$ cat src/design/lol_pkg.sv
// Shared types, codes and sizes for the LRU order list.
package lol_pkg;

    localparam int NUM_ENTRIES = 256;
    localparam int SLOT_W      = (NUM_ENTRIES > 1) ? $clog2(NUM_ENTRIES) : 1;
    localparam int IDX_W       = 8;
    localparam int CMD_W       = 2;
    localparam int STAT_W      = 2;
    localparam int IN_DATA_W   = ((CMD_W + IDX_W + 7) / 8) * 8;
    localparam int OUT_DATA_W  = ((STAT_W + IDX_W + 7) / 8) * 8;

    localparam logic [CMD_W-1:0] CMD_ADD    = 2'd0;
    localparam logic [CMD_W-1:0] CMD_BUMP   = 2'd1;
    localparam logic [CMD_W-1:0] CMD_POP    = 2'd2;
    localparam logic [CMD_W-1:0] CMD_REMOVE = 2'd3;

    localparam logic [STAT_W-1:0] ST_OK         = 2'd0;
    localparam logic [STAT_W-1:0] ST_EMPTY      = 2'd1;
    localparam logic [STAT_W-1:0] ST_NOT_LISTED = 2'd2;
    localparam logic [STAT_W-1:0] ST_LISTED     = 2'd3;

    typedef logic [SLOT_W-1:0] t_slot;
    typedef logic [IDX_W-1:0]  t_idx;

    // A pointer: valid bit plus slot number; valid clear means null.
    typedef struct packed {
        logic  valid;
        t_slot slot;
    } t_link;

    typedef struct packed {
        logic  we;
        t_slot waddr;
        t_link wdata;
        t_slot raddr;
    } t_ram_req;

    typedef struct packed {
        logic [CMD_W-1:0] command;
        t_idx             entry_index;
    } t_cmd;

    typedef struct packed {
        logic              valid;
        logic [STAT_W-1:0] status;
        t_idx              popped_index;
    } t_result;

endpackage

$ cat src/design/lol_link_ram.sv
// One link memory of the list: one write port, one read port, registered read data.
module lol_link_ram (
    input  logic              i_clk,
    input  lol_pkg::t_ram_req i_req,
    output lol_pkg::t_link    o_rdata
);
    import lol_pkg::*;

    t_link r_mem [NUM_ENTRIES];

    always_ff @(posedge i_clk) begin
        if (i_req.we) begin
            r_mem[i_req.waddr] <= i_req.wdata;
        end
        o_rdata <= r_mem[i_req.raddr];
    end

endmodule

$ cat config.mk
export PLATFORM = sky130hd
export DESIGN_NAME = lol_link_ram
export DESIGN_NICKNAME = d
export VERILOG_FILES = /design/src/design/lol_pkg.sv /design/src/design/lol_link_ram.sv
export SDC_FILE = /design/constraint.sdc
export NUM_CORES = 2
export LEC_CHECK = 0
export ABC_CLOCK_PERIOD_IN_PS = 3800
export BUFFER_PORTS_ARGS = -buffer_cell sky130_fd_sc_hd__clkbuf_2
export CORE_MARGIN = 5
export CORE_UTILIZATION = 36
export CTS_BUF_LIST = sky130_fd_sc_hd__clkbuf_16
export CTS_CLUSTER_DIAMETER = 60
export DETAILED_ROUTE_END_ITERATION = 12
export HOLD_SLACK_MARGIN = 0.03
export SLEW_MARGIN = 10
export SYNTH_ARGS = -nofsm -noshare
export SYNTH_HDL_FRONTEND = slang
export SYNTH_SLANG_ARGS = --single-unit
export TNS_END_PERCENT = 50
$ cat constraint.sdc
create_clock -name i_clk -period 3.8 [get_ports i_clk]
set_input_delay 0.19 -clock i_clk [delete_from_list [all_inputs] [get_ports i_clk]]
set_output_delay 0.19 -clock i_clk [all_outputs]
set_load 0.005 [all_outputs]
; ---- After elaboration in Yosys (flattened, before gate mapping)
; Memories as Yosys holds them, arrays and structs flattened. A register that Yosys moved wholly into a read port is not among the register bits.
; Cells that the tools add are included.
[classes]
n_mux = 2
[ops]
columns = op, count
row1 = $mux 1, 2
[word_totals]
out_inout_bits = 9
n_memories = 1
mem_bits_rw = 2304
regBits = 0
word_cells = 3
[memory_table]
columns = name, words, word_bits, read_ports, rd_clocked_by_memory_dff, wr, line_no
row1 = r_mem, 256, 9, 1, 1, 1, lol_link_ram.sv:9  ; t_link r_mem [NUM_ENTRIES];

; ---- Logic depth before layout (Yosys ltp)
[depth]
depth_word = 2
mapped_depth = 11
mapped_depth_nobuf = 6

; ---- Worst setup path before layout
; Ideal clock, no wire load.
[synth_path]
path_kind = input to register
start = input i_req[20] (netlist bit)
end = memory r_mem[235][0] (netlist bit) (enable)
arrival_ns = 1.677
n_path_buf = 3
path_slack_ns = 1.749
setup_ns = 0.374
path_stages = 6
path_cell_list = clkbuf_1 > nor2b_1 > clkbuf_1 > nand4_1 > clkbuf_1 > nor2_1
[synth_rtl]
columns = element, line_no
row1 = from (decl), lol_link_ram.sv:4  ; input lol_pkg::t_ram_req i_req,
row2 = to (decl), lol_link_ram.sv:9
; No word-level cell before the write port.

==> impl_metrics.env <==
export IMPL_worstSetupPathType="flip-flop to flip-flop"
export IMPL_fillers=21400
export IMPL_synth_top_area_share_pct=77.5
export IMPL_skew_ns=0.0469
export IMPL_synth_area_leaders="edfxtp_1 77%, mux4_2 12%, mux2i_1 2.0%"
export IMPL_yosysMostFrequentCell="edfxtp_1"
export IMPL_place_gp_congestion=0.839
export IMPL_syn_area_um2=89300
export IMPL_route_detailed_drc=0
export IMPL_io_pins=36
export IMPL_cp_slowest_cell="nor4_1"
export IMPL_clk_latency_ns=0.86
export IMPL_status="completed"
export IMPL_drive_gt1_share_pct=25.4
export IMPL_die_area_um2=258000
export IMPL_cts_root_buffer="clkbuf_16"
export IMPL_grt_pass1_wl_um=333000
export IMPL_path_delay_family="simple AND/OR/NAND/NOR gates"
export IMPL_period_share_pct=77.4
export IMPL_fin_tns_setup_ns=0
export IMPL_fmax_mhz=340
export IMPL_synth_async_sr_flop_share_pct=0
export IMPL_cp_end_kind="flip-flop"
export IMPL_start_kind="flip-flop"
export IMPL_ys_flop_type="edfxtp_1"
export IMPL_cts_sinks=2313
export IMPL_multiInputGateArea_um2=18400
export IMPL_slew_viol_final=0
export IMPL_area_delta_synth_final_pct=15.5
export IMPL_critPathArrivalTime_ns=3.64
export IMPL_syn_nets=4264
export IMPL_initial_core_util_pct=36.2
export IMPL_slew_headroom_pct=16.2
export IMPL_cpPeakStageDelay_ns=1.10
export IMPL_avgSynthCellArea_um2=21.1
export IMPL_worstPathCellList="mux4_2, a22oi_1, a21oi_1, nor4_1, nor4_1"
export IMPL_die_x_um=508
export IMPL_yosysUniqueCellTypes=57
export IMPL_grt_pass1_vias=45000
export IMPL_wl_per_cell_um=28.6
export IMPL_p_per_area_nw_per_um2=519
export IMPL_hp_class="input port to flip-flop"
export IMPL_ctsHoldBuffers=15
export IMPL_synth_edff_count=2304
export IMPL_power_leakage_nw=32.3
export IMPL_h_tree_depth=4
export IMPL_cts_made_buffers=228
export IMPL_dr_pass1_iters=6
export IMPL_nets=4636
export IMPL_ant_nets=0
export IMPL_die_y_um=508
export IMPL_yosys_warnings=0
export IMPL_dpl_worst_slack_ns=0.127
export IMPL_ir_drop_mv=0.508
export IMPL_rows=182
export IMPL_grt_max_degree=139
export IMPL_vias_per_cell=5.49
export IMPL_synth_top_cell_by_area="edfxtp_1"
export IMPL_antenna_found_initial=6
export IMPL_port_buffers=35
export IMPL_dp_hpwl_um=145000
export IMPL_min_period_ns=2.94
export IMPL_drtIter0Drc=5228
export IMPL_synth_seq_cells=2313
export IMPL_cts_tree="built"
export IMPL_rsz0062_at_grt="false"
export IMPL_clk_pin_slew_ns=0.06
export IMPL_worst_pin_slew_ns=1.25
export IMPL_fin_util_pct=41.9
export IMPL_post_cts_buffers=0
export IMPL_dr_total_vias=44600
export IMPL_cts_resized_gates=0
export IMPL_cap_violations=0
export IMPL_required_ns=4.50
export IMPL_routed_wl_um=232000
export IMPL_grt_ovfl_total=0
export IMPL_netlist_top_cells_count="2304 x edfxtp_1, 467 x mux4_2, 305 x nor2_1"
export IMPL_fin_ws_ns=0.860
export IMPL_design_core_area_um2=246000
export IMPL_worst_path_buf_inv=0
export IMPL_synth_cells=4237
export IMPL_worst_path_max_fanout=1
export IMPL_ys_seq_area_share_pct=77.7
export IMPL_grt_usage_pct=17.7
export IMPL_finalSetupViolCount=0
export IMPL_seq_area_um2=69400
export IMPL_cts_buffer_depth=3
export IMPL_hold_violations=0
export IMPL_cpMostUsedCell="nor4_1"
## flip-flops by register name, indices dropped and copies added, names as in the netlist
name,flops
o_rdata,9
r_mem,2304
## per-layer routing
layer / global-route usage, % / share of wire (%) / up-vias
li1: - / - / 18600
met1: 24.7 / 41 / 23900
met2: 28.8 / 48 / 1818
met3: 3.33 / 7.5 / 302
met4: 4.98 / 2.8 / 2
met5: 0 / 0.0065 / -
## cells by family (layout without fill, tap and decap cells)
| group | count (synthesis) | in the layout | share of synthesized area, % |
|---|---|---|---|
| other | 0 | 3 | 0 |
| multiplexers | 674 | 674 | 14.3 |
| flip-flops | 2313 | 2313 | 77.7 |
| buffers and inverters | 261 | 830 | 1.75 |
| AND/OR/NAND/NOR | 500 | 500 | 2.50 |
| AO/OA/AOI/OAI | 489 | 489 | 3.75 |
## power breakdown
group / internal [W] / switching, W / total (W)
Combinational: 0.000930 / 0.00173 / 0.00266
Sequential: 0.0281 / 0.0000612 / 0.0282
Clock: 0.0130 / 0.00964 / 0.0226
Total: 0.0420 / 0.0114 / 0.0535
## worst reg2reg max path, delay by kind of cell, from the launching register on
family          cells  cell delay (ns)
compound gates      2             0.71
simple gates        2             1.21
flops               1             0.37
mux                 1             0.50
## per-stage QoR
stage | hold slack (ns) | power [W] | instances | instance area, µm²
2_1_floorplan | 0.289 | 0.0300 | 4237 | 89300
3_3_place_gp | 0.595 | 0.0314 | 7676 | 95400
3_5_place_dp | 0.606 | 0.0314 | 7676 | 95400
4_1_cts | 0.106 | 0.0539 | 8118 | 103000
5_1_grt | 0.174 | 0.0551 | 8119 | 103000
6_report | 0.187 | 0.0535 | 8121 | 103000
## worst paths after layout
| kind | start | endpoint | slack, ns | cells after the start |
|---|---|---|---|---|
| max | r_mem[186][2]$_DFFE_PP_ | o_rdata[2]$_DFF_P_ | 0.86 | 5 |
| min | i_req[23] | r_mem[232][0]$_DFFE_PP_ | 0.19 | 4 |
| max reg2reg | r_mem[186][2]$_DFFE_PP_ | o_rdata[2]$_DFF_P_ | 0.86 | 5 |
| min reg2reg | r_mem[13][7]$_DFFE_PP_ | o_rdata[7]$_DFF_P_ | 0.94 | 6 |
## final cells by class
cell class	instances	share of cell area, %
repair buffers	401	3.49
well taps	3312	4.02
flip-flops and latches	2313	67.3
diodes	3	0.00728
multi-input cells	1663	17.9
inverters	2	0.00728
clock inverters	195	1.73
clock buffers	232	5.63
## layout by cell type (no fill, tap or decap), types with 25 or more instances in the layout
cell	synthesis	final
a21oi_1	98	98
buf_12	5	42
clkinv_2	0	34
mux2i_1	177	177
bufinv_16	0	28
inv_1	1	39
clkbuf_16	0	232
buf_4	28	310
nand2_1	40	40
mux4_2	467	467
o221ai_1	35	35
nand3_1	31	31
a211oi_1	26	26
o22ai_1	65	65
a22oi_1	174	174
edfxtp_1	2304	2304
nor4_1	27	25
nor2_1	305	303
clkinv_1	1	61
o21ai_0	31	31
Note: power is estimated with default switching activity, not from simulation.
