**src/design/lol_pkg.sv**
```systemverilog
// Shared types, codes and sizes for the LRU order list.
package lol_pkg;

    localparam int NUM_ENTRIES = 256;
    localparam int SLOT_W      = (NUM_ENTRIES > 1) ? $clog2(NUM_ENTRIES) : 1;
    localparam int IDX_W       = 8;
    localparam int CMD_W       = 2;
    localparam int STAT_W      = 2;
    localparam int IN_DATA_W   = ((CMD_W + IDX_W + 7) / 8) * 8;
    localparam int OUT_DATA_W  = ((STAT_W + IDX_W + 7) / 8) * 8;

    localparam logic [CMD_W-1:0] CMD_ADD    = 2'd0;
    localparam logic [CMD_W-1:0] CMD_BUMP   = 2'd1;
    localparam logic [CMD_W-1:0] CMD_POP    = 2'd2;
    localparam logic [CMD_W-1:0] CMD_REMOVE = 2'd3;

    localparam logic [STAT_W-1:0] ST_OK         = 2'd0;
    localparam logic [STAT_W-1:0] ST_EMPTY      = 2'd1;
    localparam logic [STAT_W-1:0] ST_NOT_LISTED = 2'd2;
    localparam logic [STAT_W-1:0] ST_LISTED     = 2'd3;

    typedef logic [SLOT_W-1:0] t_slot;
    typedef logic [IDX_W-1:0]  t_idx;

    // A pointer: valid bit plus slot number; valid clear means null.
    typedef struct packed {
        logic  valid;
        t_slot slot;
    } t_link;

    typedef struct packed {
        logic  we;
        t_slot waddr;
        t_link wdata;
        t_slot raddr;
    } t_ram_req;

    typedef struct packed {
        logic [CMD_W-1:0] command;
        t_idx             entry_index;
    } t_cmd;

    typedef struct packed {
        logic              valid;
        logic [STAT_W-1:0] status;
        t_idx              popped_index;
    } t_result;

endpackage

```
**src/design/lol_ctrl.sv**
```systemverilog
// Command sequencer: head pointers, membership bits and read-modify-write of the link memories.
module lol_ctrl (
    input  logic              i_clk,
    input  logic              i_rst_n,
    input  logic              i_cmd_valid,
    input  lol_pkg::t_cmd     i_cmd,
    output logic              o_idle,
    input  logic              i_res_ready,
    output lol_pkg::t_result  o_res,
    output lol_pkg::t_ram_req o_newer_req,
    input  lol_pkg::t_link    i_newer_rdata,
    output lol_pkg::t_ram_req o_older_req,
    input  lol_pkg::t_link    i_older_rdata
);
    import lol_pkg::*;

    localparam logic [2:0] S_IDLE  = 3'd0;
    localparam logic [2:0] S_CHECK = 3'd1;
    localparam logic [2:0] S_DET   = 3'd2;
    localparam logic [2:0] S_ATT1  = 3'd3;
    localparam logic [2:0] S_ATT2  = 3'd4;
    localparam logic [2:0] S_DONE  = 3'd5;

    logic [2:0]             r_state, n_state;
    logic [CMD_W-1:0]       r_cmd, n_cmd;
    t_idx                   r_entry, n_entry;
    t_slot                  r_x, n_x;
    t_link                  r_newest, n_newest;
    t_link                  r_oldest, n_oldest;
    logic [NUM_ENTRIES-1:0] r_listed, n_listed;
    logic [STAT_W-1:0]      r_status, n_status;
    t_idx                   r_popped, n_popped;

    t_slot w_target;
    logic  w_in_range;

    // Pop works on the oldest slot, every other command on the given slot.
    assign w_target   = (r_cmd == CMD_POP) ? r_oldest.slot : t_slot'(r_entry);
    assign w_in_range = int'(r_entry) < NUM_ENTRIES;

    always_comb begin
        n_state  = r_state;
        n_cmd    = r_cmd;
        n_entry  = r_entry;
        n_x      = r_x;
        n_newest = r_newest;
        n_oldest = r_oldest;
        n_listed = r_listed;
        n_status = r_status;
        n_popped = r_popped;

        o_newer_req       = '0;
        o_older_req       = '0;
        o_newer_req.raddr = w_target;
        o_older_req.raddr = w_target;

        o_res              = '0;
        o_res.status       = r_status;
        o_res.popped_index = r_popped;

        unique case (r_state)
            S_IDLE: begin
                if (i_cmd_valid) begin
                    n_cmd   = i_cmd.command;
                    n_entry = i_cmd.entry_index;
                    n_state = S_CHECK;
                end
            end
            S_CHECK: begin
                // Both links of the target are read here; data arrives in S_DET.
                n_x      = w_target;
                n_status = ST_OK;
                n_popped = '0;
                n_state  = S_DONE;
                unique case (r_cmd)
                    CMD_POP: begin
                        if (!r_oldest.valid) begin
                            n_status = ST_EMPTY;
                        end else begin
                            n_state = S_DET;
                        end
                    end
                    CMD_ADD: begin
                        if (!w_in_range) begin
                            n_status = ST_NOT_LISTED;
                        end else if (r_listed[w_target]) begin
                            n_status = ST_LISTED;
                        end else begin
                            n_state = S_ATT1;
                        end
                    end
                    CMD_BUMP: begin
                        if (!w_in_range || !r_listed[w_target]) begin
                            n_status = ST_NOT_LISTED;
                        end else if (!(r_newest.valid && r_newest.slot == w_target)) begin
                            n_state = S_DET;
                        end
                    end
                    CMD_REMOVE: begin
                        if (!w_in_range || !r_listed[w_target]) begin
                            n_status = ST_NOT_LISTED;
                        end else begin
                            n_state = S_DET;
                        end
                    end
                    default: n_status = ST_NOT_LISTED;
                endcase
            end
            S_DET: begin
                // Unlink: the newer neighbor takes our older link and vice versa.
                o_older_req.we    = i_newer_rdata.valid;
                o_older_req.waddr = i_newer_rdata.slot;
                o_older_req.wdata = i_older_rdata;
                o_newer_req.we    = i_older_rdata.valid;
                o_newer_req.waddr = i_older_rdata.slot;
                o_newer_req.wdata = i_newer_rdata;
                if (!i_newer_rdata.valid) begin
                    n_newest = i_older_rdata;
                end
                if (!i_older_rdata.valid) begin
                    n_oldest = i_newer_rdata;
                end
                n_listed[r_x] = 1'b0;
                if (r_cmd == CMD_BUMP) begin
                    n_state = S_ATT1;
                end else begin
                    if (r_cmd == CMD_POP) begin
                        n_popped = t_idx'(r_x);
                    end
                    n_state = S_DONE;
                end
            end
            S_ATT1: begin
                o_older_req.we    = 1'b1;
                o_older_req.waddr = r_x;
                o_older_req.wdata = r_newest;
                o_newer_req.we    = 1'b1;
                o_newer_req.waddr = r_x;
                o_newer_req.wdata = '0;
                if (r_newest.valid) begin
                    n_state = S_ATT2;
                end else begin
                    n_oldest      = '{valid: 1'b1, slot: r_x};
                    n_newest      = '{valid: 1'b1, slot: r_x};
                    n_listed[r_x] = 1'b1;
                    n_state       = S_DONE;
                end
            end
            S_ATT2: begin
                o_newer_req.we    = 1'b1;
                o_newer_req.waddr = r_newest.slot;
                o_newer_req.wdata = '{valid: 1'b1, slot: r_x};
                n_newest          = '{valid: 1'b1, slot: r_x};
                n_listed[r_x]     = 1'b1;
                n_state           = S_DONE;
            end
            S_DONE: begin
                o_res.valid = i_res_ready;
                if (i_res_ready) begin
                    n_state = S_IDLE;
                end
            end
            default: n_state = S_IDLE;
        endcase
    end

    assign o_idle = (r_state == S_IDLE);

    always_ff @(posedge i_clk) begin
        if (!i_rst_n) begin
            r_state  <= S_IDLE;
            r_newest <= '0;
            r_oldest <= '0;
            r_listed <= '0;
        end else begin
            r_state  <= n_state;
            r_newest <= n_newest;
            r_oldest <= n_oldest;
            r_listed <= n_listed;
        end
    end

    always_ff @(posedge i_clk) begin
        r_cmd    <= n_cmd;
        r_entry  <= n_entry;
        r_x      <= n_x;
        r_status <= n_status;
        r_popped <= n_popped;
    end

    a_accept_to_check: assert property (@(posedge i_clk) disable iff (!i_rst_n)
        (r_state == S_IDLE && i_cmd_valid) |=> r_state == S_CHECK)
        else $error("accepted command did not enter the check step");

    a_heads_agree: assert property (@(posedge i_clk) disable iff (!i_rst_n)
        r_newest.valid == r_oldest.valid)
        else $error("newest and oldest heads disagree on an empty list");

    a_newest_listed: assert property (@(posedge i_clk) disable iff (!i_rst_n)
        r_newest.valid |-> r_listed[r_newest.slot])
        else $error("newest head points at an unlisted slot");

    a_oldest_listed: assert property (@(posedge i_clk) disable iff (!i_rst_n)
        r_oldest.valid |-> r_listed[r_oldest.slot])
        else $error("oldest head points at an unlisted slot");

endmodule

```
**config.mk**
```make
export PLATFORM = sky130hd
export DESIGN_NAME = lol_ctrl
export DESIGN_NICKNAME = d
export VERILOG_FILES = /design/src/design/lol_pkg.sv /design/src/design/lol_ctrl.sv
export SDC_FILE = /design/constraint.sdc
export NUM_CORES = 1
export LEC_CHECK = 0
export BUFFER_PORTS_ARGS = -buffer_cell sky130_fd_sc_hd__buf_2
export CORE_MARGIN = 10
export CORE_UTILIZATION = 29
export CTS_CLUSTER_DIAMETER = 50
export DETAILED_ROUTE_END_ITERATION = 10
export GPL_TIMING_DRIVEN = 0
export RECOVER_POWER = 25
export SYNTH_ARGS = -nofsm -noshare
export SYNTH_HDL_FRONTEND = slang
export SYNTH_SLANG_ARGS = --single-unit
```
**constraint.sdc**
```tcl
create_clock -name i_clk -period 4.4 [get_ports i_clk]
set_clock_uncertainty 0.15 [all_clocks]
set_input_delay 0.88 -clock i_clk [delete_from_list [all_inputs] [get_ports i_clk]]
set_output_delay 0.88 -clock i_clk [all_outputs]
set_load 0.05 [all_outputs]
```
Word level (Yosys, flattened, before mapping)
Cells that the tools add are included.
{ "classes": {"eq_ne": 16, "n_reduce_logical": 15, "bitwise": 3, "muxes": 34, "order_cmp": 3} }
{ "op_table": {"columns": ["op", "count"], "rows": [
  ["256-bit one-hot mux with 3 select lines", 1],
  ["256-bit AND", 1],
  ["256-bit two-way mux", 1],
  ["256-bit NOT", 1],
  ["256-bit bitwise OR", 1],
  ["18-bit one-hot mux with 3 select lines", 1],
  ["18-bit one-hot mux with 2 select lines", 1],
  ["8-bit two-way mux", 4],
  ["9-bit two-way mux", 3],
  ["9-bit one-hot mux with 3 select lines", 1],
  ["3-bit two-way mux", 8],
  ["8-bit by 9-bit less-than comparator with 1-bit output (second input constant)", 2],
  ["3-bit one-hot mux with 6 select lines", 1],
  ["9-bit one-hot mux with 2 select lines", 1],
  ["8-bit one-hot mux with 2 select lines", 1],
  ["2-bit inequality test (second input constant)", 7],
  ["3-bit one-hot mux with 4 select lines", 1],
  ["3-bit AND reduction", 3],
  ["1-bit binary-select mux with 8-bit select", 1],
  ["1-bit demux with 8-bit select", 1],
  ["8-bit equality test", 1],
  ["8-bit by 1-bit >= comparator with 1-bit output (second input constant)", 1],
  ["2-bit AND reduction", 4],
  ["3-bit by 2-bit equality test with 1-bit output (second input constant)", 2],
  ["13 further kinds", 22]
]} }
{ "word_totals": {"register_bits": 305, "inputBits": 32, "output_inout_bits": 64, "elab_cells": 82} }

Longest topological paths before layout
Gate-level depths: netlist of run 1.
{ "logic_depth": {"ltp_word": 8, "depth_mapped": 13, "ltp_nobuf": 10} }

Worst setup path after synthesis of run 1
No wires, ideal clock.
{ "synth_timing": {"kind": "flip-flop to output port", "from": "reg r_state[0]", "to": "out o_newer_req[17] (netlist bit)", "arrival_time_ns": 2.647, "path_slack_ns": 0.723, "stages_incl_launch_ff": 7, "cell_sequence": "dfxtp_1 clkbuf_1 clkbuf_1 buf_1 buf_1 a21oi_1 o21ai_0"} }
{ "synth_lines": {"columns": ["item", "line_no", "text"], "rows": [
  ["start, declared", "lol_ctrl.sv:24", "logic [2:0] r_state, n_state;"],
  ["start signal, assigned", "lol_ctrl.sv:176", "r_state <= n_state;"],
  ["end, declared", "lol_ctrl.sv:10", "output lol_pkg::t_ram_req o_newer_req,"]
]} }

Worst setup path in the final report of run 1
{ "layout_timing": {"from": "reg r_cmd[1]", "to": "reg r_status[1], data pin"} }
{ "layout_between": {"elab_chain_len": 6, "elab_cells_between_ends": 11, "classes_between": "eq/ne: 3; mux: 6; reduce/logical: 2"} }
{ "layout_rtl": {"columns": ["item", "line_no", "text"], "rows": [
  ["start, declared", "lol_ctrl.sv:25", "logic [CMD_W-1:0] r_cmd, n_cmd;"],
  ["start signal, assigned", "lol_ctrl.sv:184", "r_cmd <= n_cmd;"],
  ["2-bit equality test", "lol_ctrl.sv:38, lol_ctrl.sv:75", null],
  ["8-bit two-way mux", "lol_ctrl.sv:38", "assign w_target = (r_cmd == CMD_POP) ? r_oldest.slot : t_slot'(r_entry);"],
  ["1-bit binary-select mux with 8-bit select", "lol_ctrl.sv:86, lol_ctrl.sv:93, lol_ctrl.sv:100", null],
  ["1-bit two-way mux (implied by the code)", "lol_ctrl.sv:86, lol_ctrl.sv:93, lol_ctrl.sv:100", null],
  ["2-bit two-way mux, on equally long branches", "lol_ctrl.sv:93, lol_ctrl.sv:100, lol_ctrl.sv:86", null],
  ["2-bit one-hot mux with 3 select lines *", "lol_ctrl.sv:75", "unique case (r_cmd)"],
  ["end signal, assigned", "lol_ctrl.sv:187", "r_status <= n_status;"],
  ["end, declared", "lol_ctrl.sv:31", "logic [STAT_W-1:0] r_status, n_status;"]
]} }
Mark *: on every way between the ends. The rest lies on a longest branch, timed or not. The select of a mux whose other input is x is not followed.
A chain may end at the register's enable or synchronous reset.

==> summary.md, run 1 <==
| Metric | Value |
|---|---|
| Status | finished with violations |
| Failing checks | capacitance limit, slew limit, setup timing |
| Total leakage power | 6.48 nW |
| Clk pin slew, worst setup/hold paths | 60 ps |
| Gr usage total | 22.3% |
| Hold path startpoint | i_cmd[9] |
| Async set-or-reset flop fraction in the synthesized netlist | 0% |
| WP data required | 4560 ps |
| Max-slew violations | 5 |
| Number of distinct library cells after synthesis | 75 |
| Wire per inst | 29.6 µm |
| DRC viols | 0 |
| WL met3 | 9.53 mm |
| H-tree depth | 2 |
| Final Worst Setup Slack | -52.2 ps |
| Crit path launch | r_cmd[1]$_DFFE_PP_ |
| Worst R2R Path Depth | 10 |
| Initial cell density of the core | 29.2% |
| Grt ovf | 0 |
| Final setup vio count | 1 |
| Pwr dens | 569 nW/µm² |
| Fill cells | 5,672 |
| Met1 WL | 30.1 mm |
| Mapped Nets | 1,720 |
| Port bufs | 94 |
| Cell chain of the critical path | nand2b_4, buf_6, mux2i_2, nand3_1, o22ai_1, a2111oi_0, a22o_1, nor4_4, nor2_1, mux2_1 |
| Die height | 255 µm |
| Mapped Avg Cell Area | 9.53 µm² |
| Critical path class | reg -> reg |
| CP arrival | 4610 ps |
| Drt first-iter violations | 2,177 |
| Unrepaired setup endpoints after global routing | no |
| Slew @ Worst Pin | 1900 ps |
| Hold Crit Class | in -> reg |
| Number of synthesized register bits | 305 |
| 1st-pass router iterations | 6 |
| Max Cap Viol | 2 |
| CP Launch Type | register |
| Slowest-stage cell, CP | edfxtp_1 |
| Clock latency on the worst-skew pair | 570 ps |
| Syn. warnings | 0 |
| Fmax | 225 MHz |
| Routability cong. | 1.04 |
| Synth Instances | 1,688 |
| DRT antenna net count | 0 |
| Root Buffer | clkbuf_16 |
| Max-Slew Margin vs Limit | -27.1% |
| Highest routed layer | met5 |
| Period utilisation layout | 101% |
| Final net count | 1,857 |
| Fin util | 34.2% |
| Hold Buf Count CTS | 0 |
| Row Count | 86 |
| Critical path's largest stage delay | 580 ps |
| Met2 WL post-DR | 31.8 mm |
| Area delta synth->final | 16.8% |
| Core region area | 55,000 µm² |
| Routed vias | 16,500 |
| Mapped Area | 16,100 µm² |
| Via density | 6.33 |
| Main synth FF type | dfxtp_1 |
| Min Clock Period, post-route | 4450 ps |
| Worst reg2reg path startpoint | r_cmd[1]$_DFFE_PP_ |
| # IOs | 96 |
| TritonCTS Buffers | 39 |
| Post-synth EDFFs | 28 |
| Share of post-route cells with drive strength above 1 | 12.5% |
| Hold EP | r_cmd[1]$_DFFE_PP_ |
| HPWL after DPL | 52.3 mm |
| # clock sinks | 305 |
| Vias in the first global route | 15,600 |
| CTS tree | built |
| Crit. End Element | register |
| Longest Clk Path Bufs | 3 |
| FF-to-FF End | r_status[1]$_DFFE_PP_ |
| Die ar. | 65,300 µm² |
| Initial antenna violation count | 4 |
| First-pass GRT wire length | 109 mm |
| Largest net degree at the start of global routing | 22 |
| Fin. Hold Viols | 0 |
| WL final | 77.1 mm |
| Maximum vdd ir drop | 0.321 mV |
| Worst-path fanout max | 10 |
| Hold Path Cell Cnt | 1 |
| Pwr Total | 10.7 mW |
| Die Wd | 255 µm |
| Reg2Reg Setup Slack | -50 ps |
| Post-synthesis sequential area ratio | 39.7% |
worst max-delay path, delay by kind of cell, from the launching register on:
family                 cells  cell delay (ps)
buffers and inverters      1              230
DFF                        1              580
muxes                      2              900
AOI/OAI and AO/OA          3              950
and+or+nand+nor            4             1370
placed cells by master, fill, tap and decap left out, types with 6 or more instances in the layout:
cell type	count
dfxtp_1	277
o311a_1	257
o21bai_1	241
clkbuf_1	203
nand2_1	137
buf_2	90
nor2_1	51
nand3_1	45
mux2i_1	43
o21ai_0	43
a21oi_1	42
clkbuf_16	40
inv_1	28
edfxtp_1	28
a211oi_1	25
mux4_2	22
nor2b_1	19
buf_4	18
and2_0	15
a31oi_1	13
a22oi_1	12
o211ai_1	11
nor3_1	9
clkinv_2	9
buf_1	8
mux2_2	8
nand2b_1	8
o211a_1	8
o22ai_1	6
nand4_1	6
inv_6	6
cells in the mapped netlist, drive strengths merged, types with 4 or more instances:
cell type | count | share of area (%)
a21oi | 44 | 1.5
a22oi | 12 | 0.56
nand4 | 6 | 0.23
nor2 | 52 | 1.2
nand2 | 137 | 3.2
o31ai | 7 | 0.33
o21bai | 241 | 11
o211a | 9 | 0.56
inv | 31 | 0.77
nand2b | 9 | 0.40
a2111oi | 7 | 0.54
edfxtp | 28 | 5.2
o21ai | 46 | 1.4
nor3 | 9 | 0.28
and2 | 20 | 0.78
nand3 | 45 | 1.4
a31oi | 13 | 0.51
nor4bb | 4 | 0.25
nor2b | 19 | 0.74
nor4 | 7 | 0.40
xnor2 | 5 | 0.27
buf | 39 | 1.5
a32oi | 4 | 0.22
a211oi | 25 | 1.2
clkbuf | 184 | 4.3
dfxtp | 277 | 34
mux2i | 49 | 3.2
o22ai | 6 | 0.23
mux4 | 22 | 3.1
mux2 | 9 | 0.63
o211ai | 11 | 0.51
o311a | 257 | 16
per-stage QoR:
step	hold slack (ps)	TNS, ps	setup slack, ps	cell area, µm²	instances
final	338	-52.2	-52.2	18800	2601
after CTS	326	-9.31	-9.31	18800	2598
after global routing	334	0	10.5	18800	2600
after detailed placement	379	-1290	-417	17500	2532
after floorplan	346	0	723	16100	1688
after global placement	377	-2990	-760	17500	2530
logic make-up after synthesis:
| kind of cell | share of synthesized area, % |
|---|---|
| AND/OR/NAND/NOR | 9.87 |
| buffers and inverters | 6.62 |
| flip-flops | 39.7 |
| XOR/XNOR | 0.436 |
| AO/OA/AOI/OAI | 36.4 |
| multiplexers | 6.92 |
final cells by class:
class | count | area (µm²) | area share (%)
antenna | 1 | 2.50 | 0.0133
tap | 748 | 936 | 4.98
timing repair buffer | 99 | 507 | 2.70
multi-input combinational | 1127 | 8680 | 46.2
buffer | 220 | 931 | 4.96
sequential | 305 | 6390 | 34.0
clock buffer | 52 | 1080 | 5.73
clock inverter | 16 | 134 | 0.713
inverter | 33 | 134 | 0.713
worst max path at each step:
stage | cells past startpoint | to | slack (ps)
floorplan | 6 | o_newer_req[17] | 720
global placement | 9 | r_status[1]$_DFFE_PP_ | -760
detailed placement | 10 | r_status[1]$_DFFE_PP_ | -420
CTS | 8 | o_older_req[7] | -9
global route | 13 | r_status[1]$_DFFE_PP_ | 10
finish | 10 | r_status[1]$_DFFE_PP_ | -50
where the power goes:
part | total, mW | switching [mW] | internal (mW) | leakage, nW
Sequential | 3.16 | 0.154 | 3.00 | 2.50
Combinational | 4.41 | 3.53 | 0.884 | 3.38
Clock | 3.12 | 1.33 | 1.79 | 0.598
timing repair:
item                                    in CTS  in global routing
buffers inserted                             0                  3
endpoints found under the hold margin        0                  0
pin swaps                                    0                  1
endpoints found under the setup margin      11                  6
resized for setup                            9                  9
layer usage:
| metal | vias to the layer above | GRT usage, % |
|---|---|---|
| met5 | - | 0 |
| met4 | 6 | 15.1 |
| met3 | 317 | 6.44 |
| met2 | 1223 | 32.4 |
| met1 | 8064 | 28.0 |
| li1 | 6850 | - |
Power figures use the tool's default switching activity.
==> inputs of run 2 (changes only) <==
==> constraint.sdc (replaced) <==
create_clock -name i_clk -period 3.85 [get_ports i_clk]
set_clock_uncertainty 0.15 [all_clocks]
set_input_delay 0.77 -clock i_clk [delete_from_list [all_inputs] [get_ports i_clk]]
set_output_delay 0.77 -clock i_clk [all_outputs]
set_load 0.05 [all_outputs]
==> run 2 against run 1 <==
The flow still finishes with violations (capacitance limit, slew limit, setup timing). Largest power group unchanged. Die area unchanged. Utilization up 0.59 points. Highest routed layer unchanged. Clock power up 15%.
==> summary.md, run 2 (same netlist as run 1, synthesis figures left out) <==
| Metric | Value |
|---|---|
| Pint | 6.65 mW (+17%) |
| Port bufs | 94 (unchanged) |
| First-pass GRT wire length | 110 mm (+0.84%) |
| Clock Power Share | 28.7% (-0.5 points) |
| Period utilisation layout | 102% (+0.77 points) |
| Routed vias | 16,500 (+0.024%) |
| Sequential share of power | 28.9% (-0.6 points) |
| Worst-path fanout max | 10 (unchanged) |
| Routability cong. | 1.04 (unchanged) |
| Ant diodes | 0 (-1) |
| Net Sw Frac | 46.7% (-0.17 points) |
| Max Cap Viol | 1 (-1) |
| Max-slew violations | 5 (unchanged) |
| Final Worst Setup Slack | -75.4 ps (-23.1 ps) |
| Most frequent cells in the layout | 276 x dfxtp_1, 257 x o311a_1, 241 x o21bai_1 |
| Clk pin slew, worst setup/hold paths | 60 ps (about the same) |
| Hold Crit Class | in -> reg |
| FF/Latch Area | 6390 µm² (about the same) |
| Largest net degree at the start of global routing | 14 (-36%) |
| Slowest-stage cell, CP | nor3_1 |
| Crit path top cell by count | clkbuf_1 |
| Failing checks | capacitance limit, slew limit, setup timing |
| Core region area | 55,000 µm² (unchanged) |
| DRT antenna net count | 0 (unchanged) |
| 1st-pass router iterations | 8 (+2) |
| Max-Slew Margin vs Limit | -6.17% (+21 points) |
| Total leakage power | 6.61 nW (+2.1%) |
| Cell chain of the critical path | clkbuf_1, inv_1, nor2_1, a21oi_1, nor3_1, nand2_1, clkbuf_1, o311a_1 |
| Die ar. | 65,300 µm² (unchanged) |
| Via density | 6.30 (-0.40%) |
| Fmax | 255 MHz (+13%) |
| Gr usage total | 22.5% (+0.21 points) |
| Clock latency on the worst-skew pair | 570 ps (about the same) |
| Drt first-iter violations | 2,118 (-2.7%) |
| Initial cell density of the core | 29.2% (unchanged) |
| WP data required | 4140 ps (-420 ps) |
| Critical path class | reg -> reg |
| Hold_ws | 225 ps (-113 ps) |
| Crit. End Element | register |
| Count of non-filler cells in the finished layout | 2,612 (+0.42%) |
| Maximum vdd ir drop | 0.361 mV (+12%) |
| Initial antenna violation count | 6 (+2) |
| Most common cell after layout, fill and taps aside | dfxtp_1 |
| Wire per inst | 29.8 µm (+0.72%) |
| Final net count | 1,869 (+0.65%) |
| Fill cells | 5,651 (-0.37%) |
| Fin. Hold Viols | 0 (unchanged) |
| Area delta synth->final | 18.8% |
| Psw | 5.83 mW (+16%) |
| # clock sinks | 305 (unchanged) |
| Vias in the first global route | 15,700 (+0.17%) |
| # IOs | 96 (unchanged) |
| Final setup vio count | 30 (+29) |
| CTS tree | built |
| H-tree depth | 2 (unchanged) |
| DRC viols | 0 (unchanged) |
| Critical path's largest stage delay | 1220 ps (+640 ps) |
| Min Clock Period, post-route | 3930 ps (-527 ps) |
| Pwr dens | 653 nW/µm² (+15%) |
| Unrepaired setup endpoints after global routing | no |
| Die height | 255 µm (unchanged) |
| Status | finished with violations |
| CP Launch Type | register |
| Slew @ Worst Pin | 1580 ps (-323 ps) |
| WL final | 77.9 mm (+1.1%) |
| Grt ovf | 0 (unchanged) |
| CP arrival | 4220 ps (-390 ps) |
| Die Wd | 255 µm (unchanged) |
| Longest Clk Path Bufs | 3 (unchanged) |
| HPWL after DPL | 52.3 mm (unchanged) |
| Root Buffer | clkbuf_16 |
| Area of the multi-input gates | 8780 µm² (+1.2%) |
| Share of post-route cells with drive strength above 1 | 14.3% (+1.8 points) |
| Comb pwr share | 42.4% (+1.1 points) |
| Row Count | 86 (unchanged) |
| TritonCTS Buffers | 39 (unchanged) |
| Cell count after placement | 2,532 (unchanged) |
## run 2: cell count changes in the layout (fill, tap and decap cells not counted), sizes merged
cell    before  now
inv         37   36
diode        1    0
clkbuf     249  250
clkinv      10   11
buf        122  133
## run 2: final cells by class
| type | instances | area share (%) |
|---|---|---|
| clock inverters | 16 | 0.700 |
| multi-input cells | 1127 | 45.9 |
| flip-flops and latches | 305 | 33.4 |
| clock buffers | 52 | 5.63 |
| well taps | 748 | 4.90 |
| inverters | 33 | 0.740 |
| repair buffers | 110 | 3.21 |
| plain buffers | 221 | 5.46 |
## run 2: worst paths after layout
kind / endpoint / depth (start not counted) / slack (ps) / start
max: register / 8 / -80 / r_state[1]$_SDFFE_PN0P_
min: r_entry[7]$_DFFE_PP_ / 1 / 230 / i_cmd[7]
max reg2reg: register / 8 / -80 / r_state[1]$_SDFFE_PN0P_
min reg2reg: r_oldest[8]$_SDFFE_PN0P_ / 2 / 390 / r_oldest[8]$_SDFFE_PN0P_
## run 2: power groups by stage
stage / registers (mW) / clock network (mW) / logic (mW)
2_1_floorplan: 3.76 / 0 / 2.68
3_3_place_gp: 3.66 / 0 / 4.74
3_5_place_dp: 3.66 / 0 / 4.80
4_1_cts: 3.60 / 3.58 / 4.98
5_1_grt: 3.62 / 3.71 / 5.34
6_report: 3.61 / 3.58 / 5.29
## run 2: timing repair
action                     4_1_cts  5_1_grt
pin swaps                        1        3
resized for setup               53       26
buffers inserted                12        2
hold buffers                     0        0
setup endpoints to repair       24       27
## run 2: layer usage
| layer | track usage, % | wire, µm |
|---|---|---|
| met4 | 14.5 | 5400 |
| met1 | 28.5 | 30500 |
| met5 | 0 | 59 |
| met3 | 6.48 | 9630 |
| met2 | 32.8 | 32400 |
## run 2: stage by stage
step                setup TNS (ps)  setup WS [ps]  power [mW]  utilization (%)  instance area, µm²
floorplan                        0            283        6.44                -               16100
global placement             -6380          -1310        8.40             31.8               17500
detailed placement           -4610           -967        8.46             31.9               17500
CTS                              0          0.215        12.2             34.6               19000
global route                     0          0.418        12.7             34.8               19100
finish                       -1250          -75.4        12.5             34.8               19100
## run 2: critical path, delay by kind of cell, from the launching register on
kind / cells / cell delay, ps
and+or+nand+nor: 3 / 1970
buffers and inverters: 3 / 810
DFF: 1 / 310
AOI/OAI and AO/OA: 2 / 560
==> inputs of run 3 (changes only) <==
==> constraint.sdc (replaced) <==
create_clock -name i_clk -period 3.85 [get_ports i_clk]
set_clock_uncertainty 0.15 [all_clocks]
set_input_delay 0.1925 -clock i_clk [delete_from_list [all_inputs] [get_ports i_clk]]
set_output_delay 0.1925 -clock i_clk [all_outputs]
set_load 0.05 [all_outputs]
==> run 3 against run 2 <==
The flow still finishes with violations (capacitance limit, slew limit, setup timing). Critical path depth unchanged. Cell count up 1.5%. Global-route usage up 0.094 points. Non-clock buffer count up 38. Sequential share of layout area down 0.60 points. Critical path type unchanged.
==> summary.md, run 3 (same netlist as run 1, synthesis figures left out) <==
| Metric | Value |
|---|---|
| Drt first-iter violations | 2,215 (+4.6%) |
| Unrepaired setup endpoints after global routing | yes |
| Min Clock Period, post-route | 3950 ps (+26.0 ps) |
| Root Buffer | clkbuf_16 |
| Failing checks | capacitance limit, slew limit, setup timing |
| Fill cells | 5,615 (-0.64%) |
| Total leakage power | 6.79 nW (+2.7%) |
| HPWL after DPL | 52.3 mm (unchanged) |
| Pint | 6.68 mW (+0.44%) |
| Initial cell density of the core | 29.2% (unchanged) |
| Initial antenna violation count | 5 (-1) |
| Slew @ Worst Pin | 1620 ps (+40.5 ps) |
| # IOs | 96 (unchanged) |
| Max Cap Viol | 1 (unchanged) |
| CTS tree | built |
| Die Wd | 255 µm (unchanged) |
| Status | finished with violations |
| Period utilisation layout | 103% (+0.68 points) |
| Final Worst Setup Slack | -101 ps (-26.0 ps) |
| Maximum vdd ir drop | 0.386 mV (+7.0%) |
| Vias in the first global route | 15,800 (+0.99%) |
| Max-Slew Margin vs Limit | -8.89% (-2.7 points) |
| Routability cong. | 1.04 (unchanged) |
| Longest Clk Path Bufs | 3 (unchanged) |
| Clk pin slew, worst setup/hold paths | 60 ps (about the same) |
| Core region area | 55,000 µm² (unchanged) |
| Area of the multi-input gates | 8790 µm² (about the same) |
| Area delta synth->final | 21.0% |
| Pwr dens | 643 nW/µm² (-1.5%) |
| # clock sinks | 305 (unchanged) |
| Grt ovf | 0 (unchanged) |
| Die ar. | 65,300 µm² (unchanged) |
| Comb pwr share | 42.6% (+0.2 points) |
| Ant diodes | 0 (unchanged) |
| TritonCTS Buffers | 39 (unchanged) |
| First-pass GRT wire length | 111 mm (+0.43%) |
| Largest net degree at the start of global routing | 14 (unchanged) |
| Most frequent cells in the layout | 276 x dfxtp_1, 257 x o311a_1, 241 x o21bai_1 |
| Via density | 6.29 (-0.24%) |
| Most common cell after layout, fill and taps aside | dfxtp_1 |
| Post-DP Area | 17,500 µm² (unchanged) |
| Share of post-route cells with drive strength above 1 | 14.6% (+0.29 points) |
| Critical path class | reg -> reg |
| DRT antenna net count | 0 (unchanged) |
| Fin area | 19,500 µm² (+1.8%) |
| Hold Crit Class | in -> reg |
| Clock Power Share | 28.5% (-0.2 points) |
| DRC viols | 0 (unchanged) |
| Final setup vio count | 53 (+77%) |
| Net Sw Frac | 46.6% (-0.10 points) |
| Routed vias | 16,700 (+1.2%) |
| WL final | 78.1 mm (+0.27%) |
| Clock latency on the worst-skew pair | 570 ps (about the same) |
| Sequential share of power | 28.9% (about the same) |
| CP Launch Type | register |
| Row Count | 86 (unchanged) |
| Fmax | 253 MHz (-0.66%) |
| 1st-pass router iterations | 7 (-1) |
| WP data required | 4140 ps (about the same) |
| H-tree depth | 2 (unchanged) |
| Die height | 255 µm (unchanged) |
| Setup_tns | -2580 ps (-1340 ps) |
| CP arrival | 4240 ps (+20 ps) |
| Fin. Hold Viols | 0 (unchanged) |
| Psw | 5.83 mW (about the same) |
| Crit. End Element | register |
| Wire per inst | 29.5 µm (-1.2%) |
| Final net count | 1,907 (+2.0%) |
| Fin util | 35.4% (+0.63 points) |
| FF/Latch Area | 6390 µm² (unchanged) |
| Port bufs | 94 (unchanged) |
| Max-slew violations | 5 (unchanged) |
| Gr usage total | 22.6% (+0.094 points) |
| Worst-path fanout max | 10 (unchanged) |
-- run 3: changes by cell type in the layout (fill, tap and decap cells not counted), moves of 3 or more --
| cell | change |
|---|---|
| buf_1 | +4 |
| and2_1 | +14 |
| buf_4 | +9 |
| and2_0 | -14 |
| dlygate4sd3_1 | +29 |
| clkbuf_1 | -3 |
-- run 3: per-stage QoR --
stage | worst slack (ps) | hold slack (ps) | total power [mW] | cells
6_report | -101 | 24.0 | 12.5 | 2650
5_1_grt | -36.7 | 52.6 | 12.7 | 2650
3_3_place_gp | -1310 | 224 | 8.40 | 2530
3_5_place_dp | -967 | 225 | 8.46 | 2532
2_1_floorplan | 553 | 141 | 6.44 | 1688
4_1_cts | 3.38 | 7.71 | 12.2 | 2642
-- run 3: final cells by class --
type | instances | share of cell area [%]
Multi-Input combinational cell | 1127 | 45.2
Sequential cell | 305 | 32.8
Clock buffer | 52 | 5.53
Buffer | 222 | 5.38
Timing Repair Buffer | 147 | 4.89
Tap cell | 748 | 4.81
Inverter | 33 | 0.727
Clock inverter | 16 | 0.688
-- run 3: final timing paths --
| path | start | endpoint | slack (ps) | cells after the start |
|---|---|---|---|---|
| max | r_state[1]$_SDFFE_PN0P_ | register | -100 | 8 |
| min | i_res_ready | r_state[2]$_SDFFE_PN0P_ | 20 | 5 |
| max reg2reg | r_state[1]$_SDFFE_PN0P_ | register | -100 | 8 |
| min reg2reg | r_oldest[8]$_SDFFE_PN0P_ | r_oldest[8]$_SDFFE_PN0P_ | 390 | 2 |
-- run 3: timing repair --
item | in CTS | in global routing
hold endpoints to repair | 27 | 0
gates cloned | 0 | 0
buffers inserted | 14 | 8
hold buffers | 29 | 0
pin swaps | 1 | 5
endpoints found under the setup margin | 8 | 5
gates resized for setup | 48 | 33
-- run 3: per-layer routing --
metal  share of wire, %  track usage [%]
met5              0.084                0
met2                 41             33.3
met1                 39             28.4
met3                 12             6.80
met4                7.2             13.8
-- run 3: power by group through the flow --
| stage | logic [mW] | registers (mW) | clock network, mW |
|---|---|---|---|
| 6_report | 5.33 | 3.61 | 3.57 |
| 5_1_grt | 5.38 | 3.62 | 3.71 |
| 3_5_place_dp | 4.80 | 3.66 | 0 |
| 2_1_floorplan | 2.68 | 3.76 | 0 |
| 3_3_place_gp | 4.74 | 3.66 | 0 |
| 4_1_cts | 5.01 | 3.60 | 3.58 |
-- run 3: worst max-delay path: stages, from the launching register on --
cell	delay, ps
dfxtp_1	310
clkbuf_1	280
inv_1	160
nor2_1	280
a21oi_1	200
nor3_1	1250
nand2_1	470
clkbuf_1	370
o311a_1	350
